**src/sv/mafs_pkg.sv**
```systemverilog
// mafs_pkg: shared types, constants and header tables of the audio frame splitter
// no dependencies; imported by every module of the block

package mafs_pkg;

	localparam int QDEPTH = 4;
	localparam int QPTR_W = $clog2(QDEPTH);
	localparam int QCNT_W = $clog2(QDEPTH + 1);

	localparam int LEN_W = 11;
	localparam int RATE_W = 9;
	localparam int SR_W = 16;
	localparam int REM_W = 26;
	localparam int DIV_STEPS = LEN_W;
	localparam int DIV_CNT_W = $clog2(DIV_STEPS);
	localparam int LEFT_W = 29;

	localparam logic [17:0] LEN_K_V1 = 18'd144000;
	localparam logic [17:0] LEN_K_V2 = 18'd72000;
	localparam logic [LEN_W-1:0] SPF_V1 = 11'd1152;
	localparam logic [LEN_W-1:0] SPF_V2 = 11'd576;

	localparam logic [1:0] VER_MPEG1 = 2'd3;
	localparam logic [1:0] VER_RESERVED = 2'd1;
	localparam logic [3:0] BI_FREE = 4'd0;
	localparam logic [3:0] BI_BAD = 4'd15;

	localparam logic [RATE_W-1:0] RATE_V1 [16] = '{
		9'd0, 9'd32, 9'd40, 9'd48, 9'd56, 9'd64, 9'd80, 9'd96,
		9'd112, 9'd128, 9'd160, 9'd192, 9'd224, 9'd256, 9'd320, 9'd0};
	localparam logic [RATE_W-1:0] RATE_V2 [16] = '{
		9'd0, 9'd8, 9'd16, 9'd24, 9'd32, 9'd40, 9'd48, 9'd56,
		9'd64, 9'd80, 9'd96, 9'd112, 9'd128, 9'd144, 9'd160, 9'd0};
	localparam logic [SR_W-1:0] SRATE [4][4] = '{
		'{16'd11025, 16'd12000, 16'd8000, 16'd0},
		'{16'd0, 16'd0, 16'd0, 16'd0},
		'{16'd22050, 16'd24000, 16'd16000, 16'd0},
		'{16'd44100, 16'd48000, 16'd32000, 16'd0}};

	typedef enum logic [1:0] {
		CMD_ONE,
		CMD_TWO,
		CMD_HDR
	} cmd_code_t;

	typedef struct packed {
		cmd_code_t code;
		logic [31:0] word;
		logic kind;
		logic last;
		logic [LEN_W-1:0] len;
	} cmd_t;

	typedef struct packed {
		logic busy;
		logic [LEN_W-1:0] quot;
	} div_stat_t;

	function automatic logic [1:0] ver_of(logic [31:0] h);
		return h[20:19];
	endfunction

	function automatic logic [SR_W-1:0] srate_of(logic [31:0] h);
		return SRATE[h[20:19]][h[11:10]];
	endfunction

	function automatic logic [RATE_W-1:0] bitrate_of(logic [31:0] h);
		return (h[20:19] == VER_MPEG1) ? RATE_V1[h[15:12]] : RATE_V2[h[15:12]];
	endfunction

	function automatic logic [LEN_W-1:0] spf_of(logic [31:0] h);
		return (h[20:19] == VER_MPEG1) ? SPF_V1 : SPF_V2;
	endfunction

	function automatic logic hdr_ok(logic [31:0] h);
		return (h[15:12] != BI_FREE) && (h[15:12] != BI_BAD) &&
			(h[20:19] != VER_RESERVED) && (srate_of(h) != '0);
	endfunction

endpackage

```
**src/sv/mafs_if.sv**
```systemverilog
// mafs_if: valid/ready channels of the audio frame splitter (byte in, result out)
// depends on nothing; used by mafs_front, mafs_back and the top level

interface mafs_in_if;
	logic valid;
	logic ready;
	logic [7:0] data_byte;
	logic stream_start;

	modport source (output valid, output data_byte, output stream_start, input ready);
	modport sink (input valid, input data_byte, input stream_start, output ready);
endinterface

interface mafs_out_if;
	logic valid;
	logic ready;
	logic [7:0] out_byte;
	logic byte_kind;
	logic frame_first;
	logic frame_last;
	logic [10:0] frame_length;
	logic [15:0] sample_rate;
	logic [10:0] samples_per_frame;
	logic [1:0] mpeg_version;
	logic padded;

	modport source (output valid, output out_byte, output byte_kind, output frame_first,
		output frame_last, output frame_length, output sample_rate,
		output samples_per_frame, output mpeg_version, output padded, input ready);
	modport sink (input valid, input out_byte, input byte_kind, input frame_first,
		input frame_last, input frame_length, input sample_rate,
		input samples_per_frame, input mpeg_version, input padded, output ready);
endinterface

```
**src/sv/mafs_div.sv**
```systemverilog
// mafs_div: iterative frame length divider, one quotient bit per cycle
// depends on mafs_pkg

module mafs_div import mafs_pkg::*; (
	input logic clk,
	input logic arst_n,
	input logic start,
	input logic [31:0] word,
	output div_stat_t stat
);

	logic busy_q;
	logic [DIV_CNT_W-1:0] cnt_q;
	logic [REM_W-1:0] rem_q;
	logic [REM_W-1:0] dsh_q;
	logic [LEN_W-1:0] quot_q;
	logic [26:0] prod;
	logic ge;

	always_comb begin
		prod = 27'((ver_of(word) == VER_MPEG1) ? LEN_K_V1 : LEN_K_V2) * 27'(bitrate_of(word));
		ge = rem_q >= dsh_q;
	end

	assign stat.busy = busy_q;
	assign stat.quot = quot_q;

	always_ff @(posedge clk or negedge arst_n) begin
		if (!arst_n) begin
			busy_q <= 1'b0;
			cnt_q <= '0;
		end else if (start) begin
			busy_q <= 1'b1;
			cnt_q <= '0;
		end else if (busy_q) begin
			cnt_q <= cnt_q + DIV_CNT_W'(1);
			if (cnt_q == DIV_CNT_W'(DIV_STEPS - 1)) begin
				busy_q <= 1'b0;
			end
		end
	end

	always_ff @(posedge clk) begin
		if (start) begin
			rem_q <= prod[REM_W-1:0];
			dsh_q <= {srate_of(word), (REM_W - SR_W)'(0)};
			quot_q <= '0;
		end else if (busy_q) begin
			if (ge) begin
				rem_q <= rem_q - dsh_q;
			end
			quot_q <= {quot_q[LEN_W-2:0], ge};
			dsh_q <= dsh_q >> 1;
		end
	end

endmodule

```
**src/sv/mafs_front.sv**
```systemverilog
// mafs_front: byte parser (tag skip, sync hunt, header check, frame count)
// depends on mafs_pkg and mafs_if; drives mafs_div and feeds mafs_queue

module mafs_front import mafs_pkg::*; (
	input logic clk,
	input logic arst_n,
	mafs_in_if.sink stream,
	input logic q_full,
	output logic push,
	output cmd_t push_cmd,
	output logic div_start,
	output logic [31:0] div_word,
	input div_stat_t div_stat
);

	localparam logic [2:0] MODE_TAG = 3'd0;
	localparam logic [2:0] MODE_SKIP = 3'd1;
	localparam logic [2:0] MODE_HUNT = 3'd2;
	localparam logic [2:0] MODE_HEADER = 3'd3;
	localparam logic [2:0] MODE_FRAME = 3'd4;
	localparam logic [2:0] MODE_CALC = 3'd5;

	localparam logic [7:0] CH_I = 8'h49;
	localparam logic [7:0] CH_D = 8'h44;
	localparam logic [7:0] CH_E = 8'h65;
	localparam logic [7:0] CH_A = 8'h61;
	localparam logic [7:0] CH_3 = 8'h33;
	localparam logic [7:0] SYNC = 8'hFF;

	logic [2:0] mode_q, m, m_n;
	logic [31:0] hb_q, hb, hb_n;
	logic [2:0] hc_q, hc, hc_n;
	logic [LEFT_W-1:0] left_q, left, left_n, left_d, size;
	logic flag_q, flag, flag_n;
	logic [31:0] word_q;
	logic accept, restart, mis, do_hunt, start_c;
	logic [2:0] hunt_hc, hc_inc;
	logic [7:0] b, want;
	logic [31:0] h;
	logic [LEN_W-1:0] len;

	assign stream.ready = (mode_q != MODE_CALC) && !q_full;
	assign accept = stream.valid && stream.ready;
	assign restart = accept && stream.stream_start;
	assign b = stream.data_byte;
	assign div_start = start_c;
	assign div_word = h;

	always_comb begin
		m = restart ? MODE_TAG : mode_q;
		hb = restart ? '0 : hb_q;
		hc = restart ? '0 : hc_q;
		left = restart ? '0 : left_q;
		flag = restart ? 1'b0 : flag_q;
		m_n = m;
		hb_n = hb;
		hc_n = hc;
		left_n = left;
		flag_n = flag;
		push = 1'b0;
		push_cmd = '0;
		push_cmd.code = CMD_ONE;
		push_cmd.word = {24'h0, b};
		start_c = 1'b0;
		mis = 1'b0;
		do_hunt = 1'b0;
		hunt_hc = hc;
		want = CH_D;
		size = '0;
		left_d = '0;
		hc_inc = hc + 3'd1;
		h = {hb[23:0], b};
		len = div_stat.quot + LEN_W'(word_q[9]);
		if (mode_q == MODE_CALC) begin
			if (!div_stat.busy && !q_full) begin
				push = 1'b1;
				push_cmd.code = CMD_HDR;
				push_cmd.word = word_q;
				push_cmd.kind = 1'b1;
				push_cmd.len = len;
				left_n = LEFT_W'(len) - LEFT_W'(4);
				m_n = MODE_FRAME;
			end
		end else if (accept) begin
			unique case (m)
				MODE_TAG: begin
					priority if (left == '0) begin
						if (b != CH_I && b != CH_E) mis = 1'b1;
						else hb_n = {24'h0, b};
					end else if (left == LEFT_W'(1)) begin
						want = (hb == {24'h0, CH_I}) ? CH_D : CH_A;
						if (b != want) mis = 1'b1;
					end else if (left == LEFT_W'(2)) begin
						if (b != CH_3) mis = 1'b1;
						else hb_n = '0;
					end else if (left == LEFT_W'(5)) begin
						flag_n = b[4];
					end else if (left >= LEFT_W'(6)) begin
						hb_n = {4'h0, hb[20:0], b[6:0]};
					end else begin
						hb_n = hb;
					end
					if (mis) begin
						do_hunt = 1'b1;
						hunt_hc = '0;
						m_n = MODE_HUNT;
						hb_n = '0;
						hc_n = '0;
						left_n = '0;
					end else begin
						push = 1'b1;
						left_n = left + LEFT_W'(1);
						if (left >= LEFT_W'(9)) begin
							size = LEFT_W'(hb_n[27:0]) + (flag_n ? LEFT_W'(10) : LEFT_W'(0));
							hb_n = '0;
							if (size == '0) begin
								m_n = MODE_HUNT;
								left_n = '0;
								hc_n = '0;
							end else begin
								m_n = MODE_SKIP;
								left_n = size;
							end
						end
					end
				end
				MODE_SKIP: begin
					left_d = (left != '0) ? left - LEFT_W'(1) : '0;
					left_n = left_d;
					if (left_d == '0) begin
						m_n = MODE_HUNT;
						hc_n = '0;
					end
					push = 1'b1;
				end
				MODE_HUNT: begin
					do_hunt = 1'b1;
				end
				MODE_HEADER: begin
					if (hc_inc < 3'd4) begin
						hb_n = h;
						hc_n = hc_inc;
					end else begin
						hb_n = '0;
						hc_n = '0;
						if (hdr_ok(h)) begin
							start_c = 1'b1;
							m_n = MODE_CALC;
						end else begin
							push = 1'b1;
							push_cmd.code = CMD_HDR;
							push_cmd.word = h;
							m_n = MODE_HUNT;
						end
					end
				end
				MODE_FRAME: begin
					left_d = (left != '0) ? left - LEFT_W'(1) : '0;
					left_n = left_d;
					push = 1'b1;
					push_cmd.kind = 1'b1;
					if (left_d == '0) begin
						push_cmd.last = 1'b1;
						m_n = MODE_HEADER;
						hc_n = '0;
						hb_n = '0;
					end
				end
				default: begin
					do_hunt = 1'b1;
					hunt_hc = '0;
					m_n = MODE_HUNT;
					hb_n = '0;
					hc_n = '0;
					left_n = '0;
				end
			endcase
			if (do_hunt) begin
				priority if (hunt_hc == 3'd1 && b[7:5] == 3'b111) begin
					hb_n = {16'h0, SYNC, b};
					hc_n = 3'd2;
					m_n = MODE_HEADER;
				end else if (hunt_hc == 3'd1) begin
					push = 1'b1;
					if (b == SYNC) begin
						push_cmd.word = {24'h0, SYNC};
						hc_n = 3'd1;
					end else begin
						push_cmd.code = CMD_TWO;
						hc_n = '0;
					end
				end else if (b == SYNC) begin
					hc_n = 3'd1;
				end else begin
					push = 1'b1;
				end
			end
		end
	end

	always_ff @(posedge clk or negedge arst_n) begin
		if (!arst_n) begin
			mode_q <= MODE_TAG;
			hb_q <= '0;
			hc_q <= '0;
			left_q <= '0;
			flag_q <= 1'b0;
		end else begin
			mode_q <= m_n;
			hb_q <= hb_n;
			hc_q <= hc_n;
			left_q <= left_n;
			flag_q <= flag_n;
		end
	end

	always_ff @(posedge clk) begin
		if (start_c) begin
			word_q <= h;
		end
	end

endmodule

```
**src/sv/mafs_queue.sv**
```systemverilog
// mafs_queue: small command queue between the parser and the result stage
// depends on mafs_pkg

module mafs_queue import mafs_pkg::*; (
	input logic clk,
	input logic arst_n,
	input logic push,
	input cmd_t push_cmd,
	output logic full,
	input logic pop,
	output cmd_t head,
	output logic empty
);

	cmd_t mem_q [QDEPTH];
	logic [QPTR_W-1:0] wr_q, rd_q;
	logic [QCNT_W-1:0] cnt_q;

	assign full = cnt_q == QCNT_W'(QDEPTH);
	assign empty = cnt_q == '0;
	assign head = mem_q[rd_q];

	always_ff @(posedge clk) begin
		if (push) begin
			mem_q[wr_q] <= push_cmd;
		end
	end

	always_ff @(posedge clk or negedge arst_n) begin
		if (!arst_n) begin
			wr_q <= '0;
			rd_q <= '0;
			cnt_q <= '0;
		end else begin
			if (push) wr_q <= wr_q + QPTR_W'(1);
			if (pop) rd_q <= rd_q + QPTR_W'(1);
			unique case ({push, pop})
				2'b10: cnt_q <= cnt_q + QCNT_W'(1);
				2'b01: cnt_q <= cnt_q - QCNT_W'(1);
				default: cnt_q <= cnt_q;
			endcase
		end
	end

endmodule

```
**src/sv/mafs_back.sv**
```systemverilog
// mafs_back: expands queued commands into result items behind an output register
// depends on mafs_pkg and mafs_if

module mafs_back import mafs_pkg::*; (
	input logic clk,
	input logic arst_n,
	input cmd_t head,
	input logic empty,
	output logic pop,
	mafs_out_if.source result
);

	cmd_t cmd_q;
	logic [1:0] idx_q;
	logic busy_q;
	logic ov_q;
	logic [LEN_W-1:0] fi_len_q;
	logic [SR_W-1:0] fi_rate_q;
	logic [LEN_W-1:0] fi_spf_q;
	logic [1:0] fi_ver_q;
	logic fi_pad_q;
	logic [7:0] byte_q;
	logic kind_q, first_q, last_q;
	logic [LEN_W-1:0] len_q;
	logic [SR_W-1:0] rate_q;
	logic [LEN_W-1:0] spf_q;
	logic [1:0] ver_q;
	logic pad_q;

	logic emitting, fin;
	logic [1:0] last_idx;
	logic [7:0] b;
	logic k, first, last;

	always_comb begin
		b = cmd_q.word[7:0];
		k = 1'b0;
		first = 1'b0;
		last = 1'b0;
		last_idx = 2'd0;
		unique case (cmd_q.code)
			CMD_ONE: begin
				k = cmd_q.kind;
				last = cmd_q.last;
			end
			CMD_TWO: begin
				last_idx = 2'd1;
				if (idx_q == 2'd0) b = 8'hFF;
			end
			CMD_HDR: begin
				last_idx = 2'd3;
				k = cmd_q.kind;
				first = cmd_q.kind && (idx_q == 2'd0);
				unique case (idx_q)
					2'd0: b = cmd_q.word[31:24];
					2'd1: b = cmd_q.word[23:16];
					2'd2: b = cmd_q.word[15:8];
					default: b = cmd_q.word[7:0];
				endcase
			end
			default: begin
				last_idx = 2'd0;
			end
		endcase
		emitting = busy_q && (!ov_q || result.ready);
		fin = emitting && (idx_q == last_idx);
		pop = (!busy_q || fin) && !empty;
	end

	always_ff @(posedge clk or negedge arst_n) begin
		if (!arst_n) begin
			busy_q <= 1'b0;
			idx_q <= '0;
			ov_q <= 1'b0;
		end else begin
			if (pop) begin
				busy_q <= 1'b1;
				idx_q <= '0;
			end else if (fin) begin
				busy_q <= 1'b0;
			end else if (emitting) begin
				idx_q <= idx_q + 2'd1;
			end
			if (emitting) ov_q <= 1'b1;
			else if (result.ready) ov_q <= 1'b0;
		end
	end

	always_ff @(posedge clk) begin
		if (pop) begin
			cmd_q <= head;
			if (head.code == CMD_HDR && head.kind) begin
				fi_len_q <= head.len;
				fi_rate_q <= srate_of(head.word);
				fi_spf_q <= spf_of(head.word);
				fi_ver_q <= ver_of(head.word);
				fi_pad_q <= head.word[9];
			end
		end
		if (emitting) begin
			byte_q <= b;
			kind_q <= k;
			first_q <= first;
			last_q <= last;
			len_q <= k ? fi_len_q : '0;
			rate_q <= k ? fi_rate_q : '0;
			spf_q <= k ? fi_spf_q : '0;
			ver_q <= k ? fi_ver_q : '0;
			pad_q <= k && fi_pad_q;
		end
	end

	assign result.valid = ov_q;
	assign result.out_byte = byte_q;
	assign result.byte_kind = kind_q;
	assign result.frame_first = first_q;
	assign result.frame_last = last_q;
	assign result.frame_length = len_q;
	assign result.sample_rate = rate_q;
	assign result.samples_per_frame = spf_q;
	assign result.mpeg_version = ver_q;
	assign result.padded = pad_q;

endmodule

```
**src/sv/mpeg_audio_frame_splitter_unit.sv**
```systemverilog
// mpeg_audio_frame_splitter_unit: top level of the audio frame splitter
// depends on mafs_pkg, mafs_if, mafs_front, mafs_div, mafs_queue, mafs_back
//
// Takes one stream byte per cycle and returns one result item per byte, each marked as
// frame byte or discarded byte, with the current frame's length, sample rate, samples per
// frame, version and padding on frame bytes. A leading ID3/ea3 tag is skipped, then the
// stream is cut into frames at valid headers. Bytes are taken at one per cycle while the queue
// has room, except after the fourth byte of a valid header: the frame length comes from an
// 11-step shift-subtract divider. Results leave one per cycle from an output register while
// result.ready is high; a header yields four items, and a held sync byte may yield two items
// for one byte, which a four-entry command queue absorbs. A stream_start byte restarts parsing.

module mpeg_audio_frame_splitter_unit import mafs_pkg::*; (
	input logic clk,
	input logic arst_n,
	mafs_in_if.sink stream,
	mafs_out_if.source result
);

	logic push, pop, q_full, q_empty, div_start;
	cmd_t push_cmd, head;
	logic [31:0] div_word;
	div_stat_t div_stat;

	mafs_front u_front (
		.clk (clk),
		.arst_n (arst_n),
		.stream (stream),
		.q_full (q_full),
		.push (push),
		.push_cmd (push_cmd),
		.div_start (div_start),
		.div_word (div_word),
		.div_stat (div_stat)
	);

	mafs_div u_div (
		.clk (clk),
		.arst_n (arst_n),
		.start (div_start),
		.word (div_word),
		.stat (div_stat)
	);

	mafs_queue u_queue (
		.clk (clk),
		.arst_n (arst_n),
		.push (push),
		.push_cmd (push_cmd),
		.full (q_full),
		.pop (pop),
		.head (head),
		.empty (q_empty)
	);

	mafs_back u_back (
		.clk (clk),
		.arst_n (arst_n),
		.head (head),
		.empty (q_empty),
		.pop (pop),
		.result (result)
	);

endmodule
```
**src/flat_wrapper.sv**
```systemverilog
// flat-port wrapper written by rule: the top's interface ports become plain ports
module mpeg_audio_frame_splitter_unit_flat import mafs_pkg::*;
  (clk, arst_n, stream_valid, stream_data_byte, stream_stream_start, stream_ready, result_valid, result_out_byte, result_byte_kind, result_frame_first, result_frame_last, result_frame_length, result_sample_rate, result_samples_per_frame, result_mpeg_version, result_padded, result_ready);
  mafs_in_if stream_i ();
  mafs_out_if result_i ();
  input logic clk;
  input logic arst_n;
  input wire logic [$bits(stream_i.valid)-1:0] stream_valid;
  input wire logic [$bits(stream_i.data_byte)-1:0] stream_data_byte;
  input wire logic [$bits(stream_i.stream_start)-1:0] stream_stream_start;
  output wire logic [$bits(stream_i.ready)-1:0] stream_ready;
  output wire logic [$bits(result_i.valid)-1:0] result_valid;
  output wire logic [$bits(result_i.out_byte)-1:0] result_out_byte;
  output wire logic [$bits(result_i.byte_kind)-1:0] result_byte_kind;
  output wire logic [$bits(result_i.frame_first)-1:0] result_frame_first;
  output wire logic [$bits(result_i.frame_last)-1:0] result_frame_last;
  output wire logic [$bits(result_i.frame_length)-1:0] result_frame_length;
  output wire logic [$bits(result_i.sample_rate)-1:0] result_sample_rate;
  output wire logic [$bits(result_i.samples_per_frame)-1:0] result_samples_per_frame;
  output wire logic [$bits(result_i.mpeg_version)-1:0] result_mpeg_version;
  output wire logic [$bits(result_i.padded)-1:0] result_padded;
  input wire logic [$bits(result_i.ready)-1:0] result_ready;
  assign stream_i.valid = stream_valid;
  assign stream_i.data_byte = stream_data_byte;
  assign stream_i.stream_start = stream_stream_start;
  assign stream_ready = stream_i.ready;
  assign result_valid = result_i.valid;
  assign result_out_byte = result_i.out_byte;
  assign result_byte_kind = result_i.byte_kind;
  assign result_frame_first = result_i.frame_first;
  assign result_frame_last = result_i.frame_last;
  assign result_frame_length = result_i.frame_length;
  assign result_sample_rate = result_i.sample_rate;
  assign result_samples_per_frame = result_i.samples_per_frame;
  assign result_mpeg_version = result_i.mpeg_version;
  assign result_padded = result_i.padded;
  assign result_i.ready = result_ready;
  mpeg_audio_frame_splitter_unit u_core (.clk(clk), .arst_n(arst_n), .stream(stream_i), .result(result_i));
endmodule
```
**config.mk**
```make
export PLATFORM = sky130hd
export DESIGN_NAME = mpeg_audio_frame_splitter_unit_flat
export DESIGN_NICKNAME = d
export VERILOG_FILES = /design/src/sv/mafs_pkg.sv /design/src/sv/mafs_if.sv /design/src/sv/mafs_div.sv /design/src/sv/mafs_front.sv /design/src/sv/mafs_queue.sv /design/src/sv/mafs_back.sv /design/src/sv/mpeg_audio_frame_splitter_unit.sv /design/src/flat_wrapper.sv
export SDC_FILE = /design/constraint.sdc
export NUM_CORES = 1
export LEC_CHECK = 0
export ABC_AREA = 1
export BUFFER_PORTS_ARGS = -buffer_cell sky130_fd_sc_hd__buf_4
export CORE_MARGIN = 10
export CORE_UTILIZATION = 50
export DETAILED_ROUTE_END_ITERATION = 8
export PLACE_DENSITY_LB_ADDON = 0.05
export SYNTH_ARGS = -nofsm -noshare
export SYNTH_HDL_FRONTEND = slang
export SYNTH_SLANG_ARGS = --single-unit
```
**constraint.sdc**
```tcl
create_clock -name clk -period 10.6 [get_ports clk]
set_input_delay 1.06 -clock clk [delete_from_list [all_inputs] [get_ports clk]]
set_output_delay 1.06 -clock clk [all_outputs]
set_load 0.01 [all_outputs]
```
==> results_dict.tcl, run 1 <==
set metrics [dict create \
    dr_total_vias 22045 \
    start_util_pct 50.4 \
    hold_viol_final 0 \
    run_status "finished, final reports clean" \
    place.port_buffers 58 \
    critical_path_s_largest_stage_delay_ns 0.53 \
    track_usage_pct 24.4 \
    critPathRequiredTime_ns 10.93 \
    ioPinCount 67 \
    final.setup.tns_ns 0 \
    crit_path_capture_type "flop" \
    cts_num_sinks 474 \
    syn_area_per_cell_um2 8.88 \
    critPathLaunchType "flop" \
    ys_types 66 \
    die_height_um 253 \
    cts_inserted_buffers 52 \
    critPathKind "flop to flop" \
    post_synth_main_area_contributors "edfxtp_1, dfrtp_1, nand2_1, inv_1, o21ai_0" \
    slew_headroom_pct 26.0 \
    place_worst_setup_slack_ns 2.36 \
    layout-drive-gt1-share_pct 9.01 \
    setup_ws_ns 2.33 \
    n_fill_cell 4827 \
    synthMostInstantiatedCell "nand2_1" \
    final_core_util_pct 55.6 \
    ctsHtreeMaxLevel 2 \
    fin_crit_ns 8.27 \
    finalClockSkew_ns 0.0317 \
    post-synth-top-area-cell "edfxtp_1" \
    dieArea_um2 64000 \
    rows 85 \
    grt_pass1_wl_mm 123 \
    route.antenna.remaining_nets 0 \
    worst_path_most_repeated_cell "nand2_1" \
    first_global_vias 21033 \
    dpl_cell_area_um2 28200 \
    tritoncts "built" \
    drt_wl_total_mm 79.3 \
    critPathMaxFanout 49 \
    clock_latency_ns 0.63 \
    number_of_enable_type_register_cells_in_the_synthesized_netlist 369 \
    synth_top_area_share_pct 40.8 \
    design.core.area_um2 53800 \
    setup_viol 0 \
    drt_pass1_iterations 6 \
    synthArstFlopShare_pct 17.7 \
    timing_worst_slew_pin_value_ns 1.09 \
    antenna_found_initial 0 \
    final-max-slew-violation-count 0 \
    routedWlPerCell_um 20.8 \
    peakVddDrop_v 0.000224 \
    timing.critical_path.slowest_stage_cell "buf_4" \
    cts-resized-gates 0 \
    cellLeakagePower_uw 0.0125 \
    fin_crit_sh_pct 78.0 \
    synth.yosys.warnings 0 \
    max_freq_ghz 0.121 \
    route.detailed.vias_per_inst 5.78 \
    grt_setup_unrepaired "false" \
    number_of_register_bits_inferred_by_synthesis 474 \
    clk_pin_slew_ns 0.06 \
    drtIter0Drc 2216 \
    postSynthCellCount 3058 \
    synth-main-ff-cell "edfxtp_1" \
    cts_max_path_buffers 3 \
    dieWidth_um 253 \
    worst_ep_arrival_time_ns 8.60 \
    syn-cell-area_um2 27100 \
    layout.nets 3216 \
    syn2layout_area_growth_pct 10.2 \
    place_congestion 0.960 \
    post_cts.repair.setup_buffers 0 \
    cts_root_buf "clkbuf_16" \
    fin_total_pwr_uw 9790 \
    ys_top_cells_by_count "nand2_1, inv_1, edfxtp_1" \
    drc 0 \
    antenna_cells 0 \
    maximum_number_of_pins_on_one_net_before_global_route_repair 98 \
    synth_seq_area_share_pct 50.1 \
    hp-class "input pin to async pin" \
    power.density_nw_per_um2 327 \
    post-route-cell-area_um2 29900 \
    maxCapViolCount 0 \
    post_detailed_placement_half_perimeter_wirelength_mm 55.3 \
    overflow_left_after_global_routing 0 \
    cts-hold-fix-buffers 0 \
]
final timing paths:
| check | end | slack, ns | cells after the start | from |
|---|---|---|---|---|
| worst min register to register | u_core.u_front.hc_q[0] | 0.49 | 2 | u_core.u_front.hc_q[0] |
| worst min-delay path | u_core.u_front.hb_q[17] | 0.33 | 1 | arst_n |
| max in group asynchronous | u_core.u_front.left_q[18] | 8.90 | 2 | arst_n |
| min in group clk | u_core.u_front.hc_q[0] | 0.49 | 2 | u_core.u_front.hc_q[0] |
| worst max-delay path | u_core.u_div.rem_q[25] | 2.33 | 32 | u_core.u_front.mode_q[2] |
| worst max register to register | u_core.u_div.rem_q[25] | 2.33 | 32 | u_core.u_front.mode_q[2] |
cells in the final DEF, fill, tap and decap left out, types with 26 or more instances in the layout:
cell type,instances
a21oi_1,95
a22oi_1,42
buf_4,91
clkbuf_16,52
dfrtp_1,82
edfxtp_1,369
ha_1,107
inv_1,406
nand2_1,525
nand3_1,107
nand4_1,32
nor2_1,349
nor3_1,39
o211ai_1,35
o21ai_0,276
o221ai_1,26
o22ai_1,108
xor2_1,37
routing by layer:
layer	global-route usage [%]	share of wire [%]	up-vias
li1	-	-	10478
met1	32.7	44	10652
met2	40.6	47	785
met3	4.21	7.1	130
met4	6.14	2.2	0
met5	0	0	-
sequential cells by signal, indices dropped and copies added (netlist names), 2 cells and up:
register,flops
u_core.u_front.hc_q,3
u_core.u_front.mode_q,3
u_core.u_div.quot_q,11
u_core.u_front.word_q,32
u_core.u_queue.wr_q,2
u_core.u_queue.cnt_q,3
u_core.u_front.left_q,29
u_core.u_back.result.out_byte,8
u_core.u_front.hb_q,32
u_core.u_back.fi_spf_q,2
u_core.u_back.idx_q,2
u_core.u_div.cnt_q,4
u_core.u_queue.rd_q,2
u_core.u_back.fi_ver_q,2
u_core.u_queue.mem_q,188
u_core.u_back.result.mpeg_version,2
u_core.u_back.result.frame_length,11
u_core.u_div.dsh_q,26
u_core.u_div.rem_q,26
u_core.u_back.fi_rate_q,14
u_core.u_back.result.sample_rate,14
u_core.u_back.cmd_q,36
u_core.u_back.fi_len_q,11
u_core.u_back.result.samples_per_frame,2
cell families (layout without fill, tap and decap cells):
| family | after synthesis | in the layout | share of synthesized area, % |
|---|---|---|---|
| compound gates | 688 | 688 | 15.1 |
| xor+xnor | 56 | 56 | 1.81 |
| fa+ha+maj | 128 | 128 | 6.48 |
| buf+inv | 565 | 615 | 8.27 |
| flops | 474 | 474 | 50.1 |
| mux | 1 | 1 | 0.0369 |
| other cells | 2 | 13 | 0.0277 |
| simple gates | 1144 | 1144 | 18.1 |
report_power, final:
| part | internal (µW) | switching [µW] | leakage [µW] |
|---|---|---|---|
| Combinational | 1460 | 3640 | 0.00689 |
| Clock | 1070 | 776 | 0.000862 |
| Sequential | 2640 | 208 | 0.00476 |
layout make-up:
class                           instances  area (µm²)  share of cell area (%)
Timing Repair Buffer                   91         683                    2.28
Clock inverter                         32         340                    1.14
Inverter                              426        1600                    5.35
Tap cell                              696         871                    2.91
Sequential cell                       474       13600                    45.5
Clock buffer                           66        1410                    4.73
Multi-Input combinational cell       2030       11400                    38.1
critical path, delay by kind of cell, from the launching register on:
kind	cells	cell delay (ns)
buffers and inverters	6	1.53
DFF	1	0.46
AOI/OAI and AO/OA	7	1.39
adders and majority gates	6	2.47
and+or+nand+nor	12	1.94
xor gates and xnor gates	1	0.09
metrics by stage:
step | cells | hold slack, ns
2_1_floorplan | 3069 | 0.435
3_3_place_gp | 3717 | 0.468
3_5_place_dp | 3717 | 0.470
4_1_cts | 3815 | 0.304
5_1_grt | 3815 | 0.309
6_report | 3815 | 0.325
No activity file was read; power rests on OpenSTA's default activity.
==> run 2: changes to the inputs <==
clock period = 8.7 ns   (was 10.6 ns; I/O delays follow)
==> results_dict.tcl, run 2 (synthesis gave the netlist of run 1 again) <==
set metrics [dict create \
    run_status "finished, final reports clean" \
    critPathRequiredTime_ns 9.04 \
    dieWidth_um 253 \
    cts-resized-gates 0 \
    maxCapViolCount 0 \
    ctsHtreeMaxLevel 2 \
    layout-drive-gt1-share_pct 8.89 \
    post_cts.repair.setup_buffers 0 \
    critical_path.reg2reg.startpoint "u_core.u_front.mode_q[2]" \
    cts_inserted_buffers 51 \
    final-max-slew-violation-count 0 \
    drtIter0Drc 2309 \
    power.density_nw_per_um2 398 \
    worst_path_most_repeated_cell "nand2_1" \
    fin_crit_ns 7.45 \
    mostFrequentLayoutCells "nand2_1, inv_1, edfxtp_1, nor2_1, o21ai_0" \
    clock_latency_ns 0.63 \
    timing.critical_path.depth 32 \
    wl_met2_mm 36.3 \
    track_usage_pct 23.8 \
    peakVddDrop_v 0.000255 \
    cts_root_buf "clkbuf_16" \
    post_detailed_placement_half_perimeter_wirelength_mm 54.0 \
    most_frequent_standard_cell_in_the_layout_excluding_fill_and_tap_cells "nand2_1" \
    first_global_vias 21046 \
    ioPinCount 67 \
    largest_register "u_core.u_queue.mem_q" \
    cellLeakagePower_uw 0.0125 \
    largest_reg_flops 188 \
    pwr-share-clk_pct 19.2 \
    tritoncts "built" \
    syn2layout_area_growth_pct 10.4 \
    critical_path_s_largest_stage_delay_ns 0.59 \
    timing.critical_path.slowest_stage_cell "a311oi_1" \
    maximum_number_of_pins_on_one_net_before_global_route_repair 98 \
    switchingPower_uw 5570 \
    place.port_buffers 58 \
    internal_power_uw 6370 \
    route.detailed.vias_per_inst 5.80 \
    critPathMaxFanout 36 \
    drt_pass1_iterations 6 \
    seq_power_share_pct 29.1 \
    drt_wl_total_mm 77.5 \
    grt_setup_unrepaired "false" \
    setup_viol 0 \
    grt_pass1_wl_mm 120 \
    max_freq_ghz 0.134 \
    final.setup.tns_ns 0 \
    wl_met3_mm 5.59 \
    dr_total_vias 22102 \
    rows 85 \
    crit_path_capture_type "flop" \
    dieArea_um2 64000 \
    critPathKind "flop to flop" \
    timing_worst_slew_pin_value_ns 1.04 \
    route.antenna.remaining_nets 0 \
    place_worst_setup_slack_ns 1.29 \
    cts_num_sinks 474 \
    reg_top3 "u_core.u_queue.mem_q: 188 flops, u_core.u_back.cmd_q: 36 flops" \
    drc 0 \
    hp-class "input pin to async pin" \
    cts_max_path_buffers 3 \
    clk_pin_slew_ns 0.07 \
    routedWlPerCell_um 20.3 \
    setup_ws_ns 1.25 \
    timing.critical_path.max_delay_family "adder cells" \
    layout.nets 3215 \
    start_util_pct 50.4 \
    antenna_cells 0 \
    finalClockSkew_ns 0.0400 \
    hold_viol_final 0 \
    routedLengthMet1_mm 33.9 \
    reg2reg_slack_ns 1.25 \
    slew_headroom_pct 30.4 \
    design.core.area_um2 53800 \
    fin_crit_sh_pct 85.6 \
    cp.buffers_inverters 6 \
    uppermost_signal_routing_layer_after_detailed_routing "met4" \
    r2r-end "u_core.u_div.rem_q[25]" \
    switching_share_pct 46.6 \
    die_height_um 253 \
    worst_r2r_path_depth 32 \
    overflow_left_after_global_routing 0 \
    critPathLaunchType "flop" \
    worst_ep_arrival_time_ns 7.79 \
    power_frac_comb_pct 51.7 \
    place_congestion 1.02 \
    cts-hold-fix-buffers 0 \
    antenna_found_initial 0 \
]
run 2: cell count changes in the layout (fill, tap and decap cells not counted), sizes merged:
cell,previous run,this run
bufinv,5,7
clkinvlp,3,5
clkbuf,66,71
clkinv,28,17
run 2: metal layers:
metal,GRT usage [%],vias to the layer above
met4,6.49,0
li1,-,10469
met5,0,-
met3,3.69,131
met1,32.2,10650
met2,39.1,852
run 2: worst max-delay path by stage:
| stage | startpoint | endpoint |
|---|---|---|
| 2_1_floorplan | result_ready | u_core.u_back.fi_len_q[0] |
| 3_3_place_gp | stream_stream_start | u_core.u_div.rem_q[25] |
| 3_5_place_dp | stream_stream_start | u_core.u_div.rem_q[25] |
| 4_1_cts | u_core.u_front.mode_q[2] | u_core.u_div.rem_q[25] |
| 5_1_grt | u_core.u_front.mode_q[2] | u_core.u_div.rem_q[25] |
| 6_report | u_core.u_front.mode_q[2] | u_core.u_div.rem_q[25] |
run 2: metrics by stage:
step | utilization (%) | total power, µW | area [µm²] | instances | hold WS [ns]
after global routing | 55.7 | 12800 | 30000 | 3813 | 0.170
after detailed placement | 52.4 | 9580 | 28200 | 3717 | 0.458
after floorplan | - | 7710 | 27200 | 3069 | 0.435
after global placement | 52.4 | 9510 | 28200 | 3717 | 0.450
after CTS | 55.7 | 11900 | 30000 | 3813 | 0.158
final | 55.7 | 11900 | 30000 | 3813 | 0.171
run 2: layout make-up:
cell class | count | area, µm²
flip-flops and latches | 474 | 13600
inverters | 426 | 1600
fillers | 4870 | 23800
multi-input cells | 2030 | 11400
well taps | 696 | 871
clock buffers | 71 | 1440
clock inverters | 25 | 349
repair buffers | 91 | 696
run 2: power by group through the flow:
stage               clock network [µW]  logic (µW)  registers, µW
global route                      2420        6820           3520
finish                            2290        6170           3470
detailed placement                   0        6070           3510
CTS                               2340        6090           3470
global placement                     0        6010           3500
floorplan                            0        4200           3510
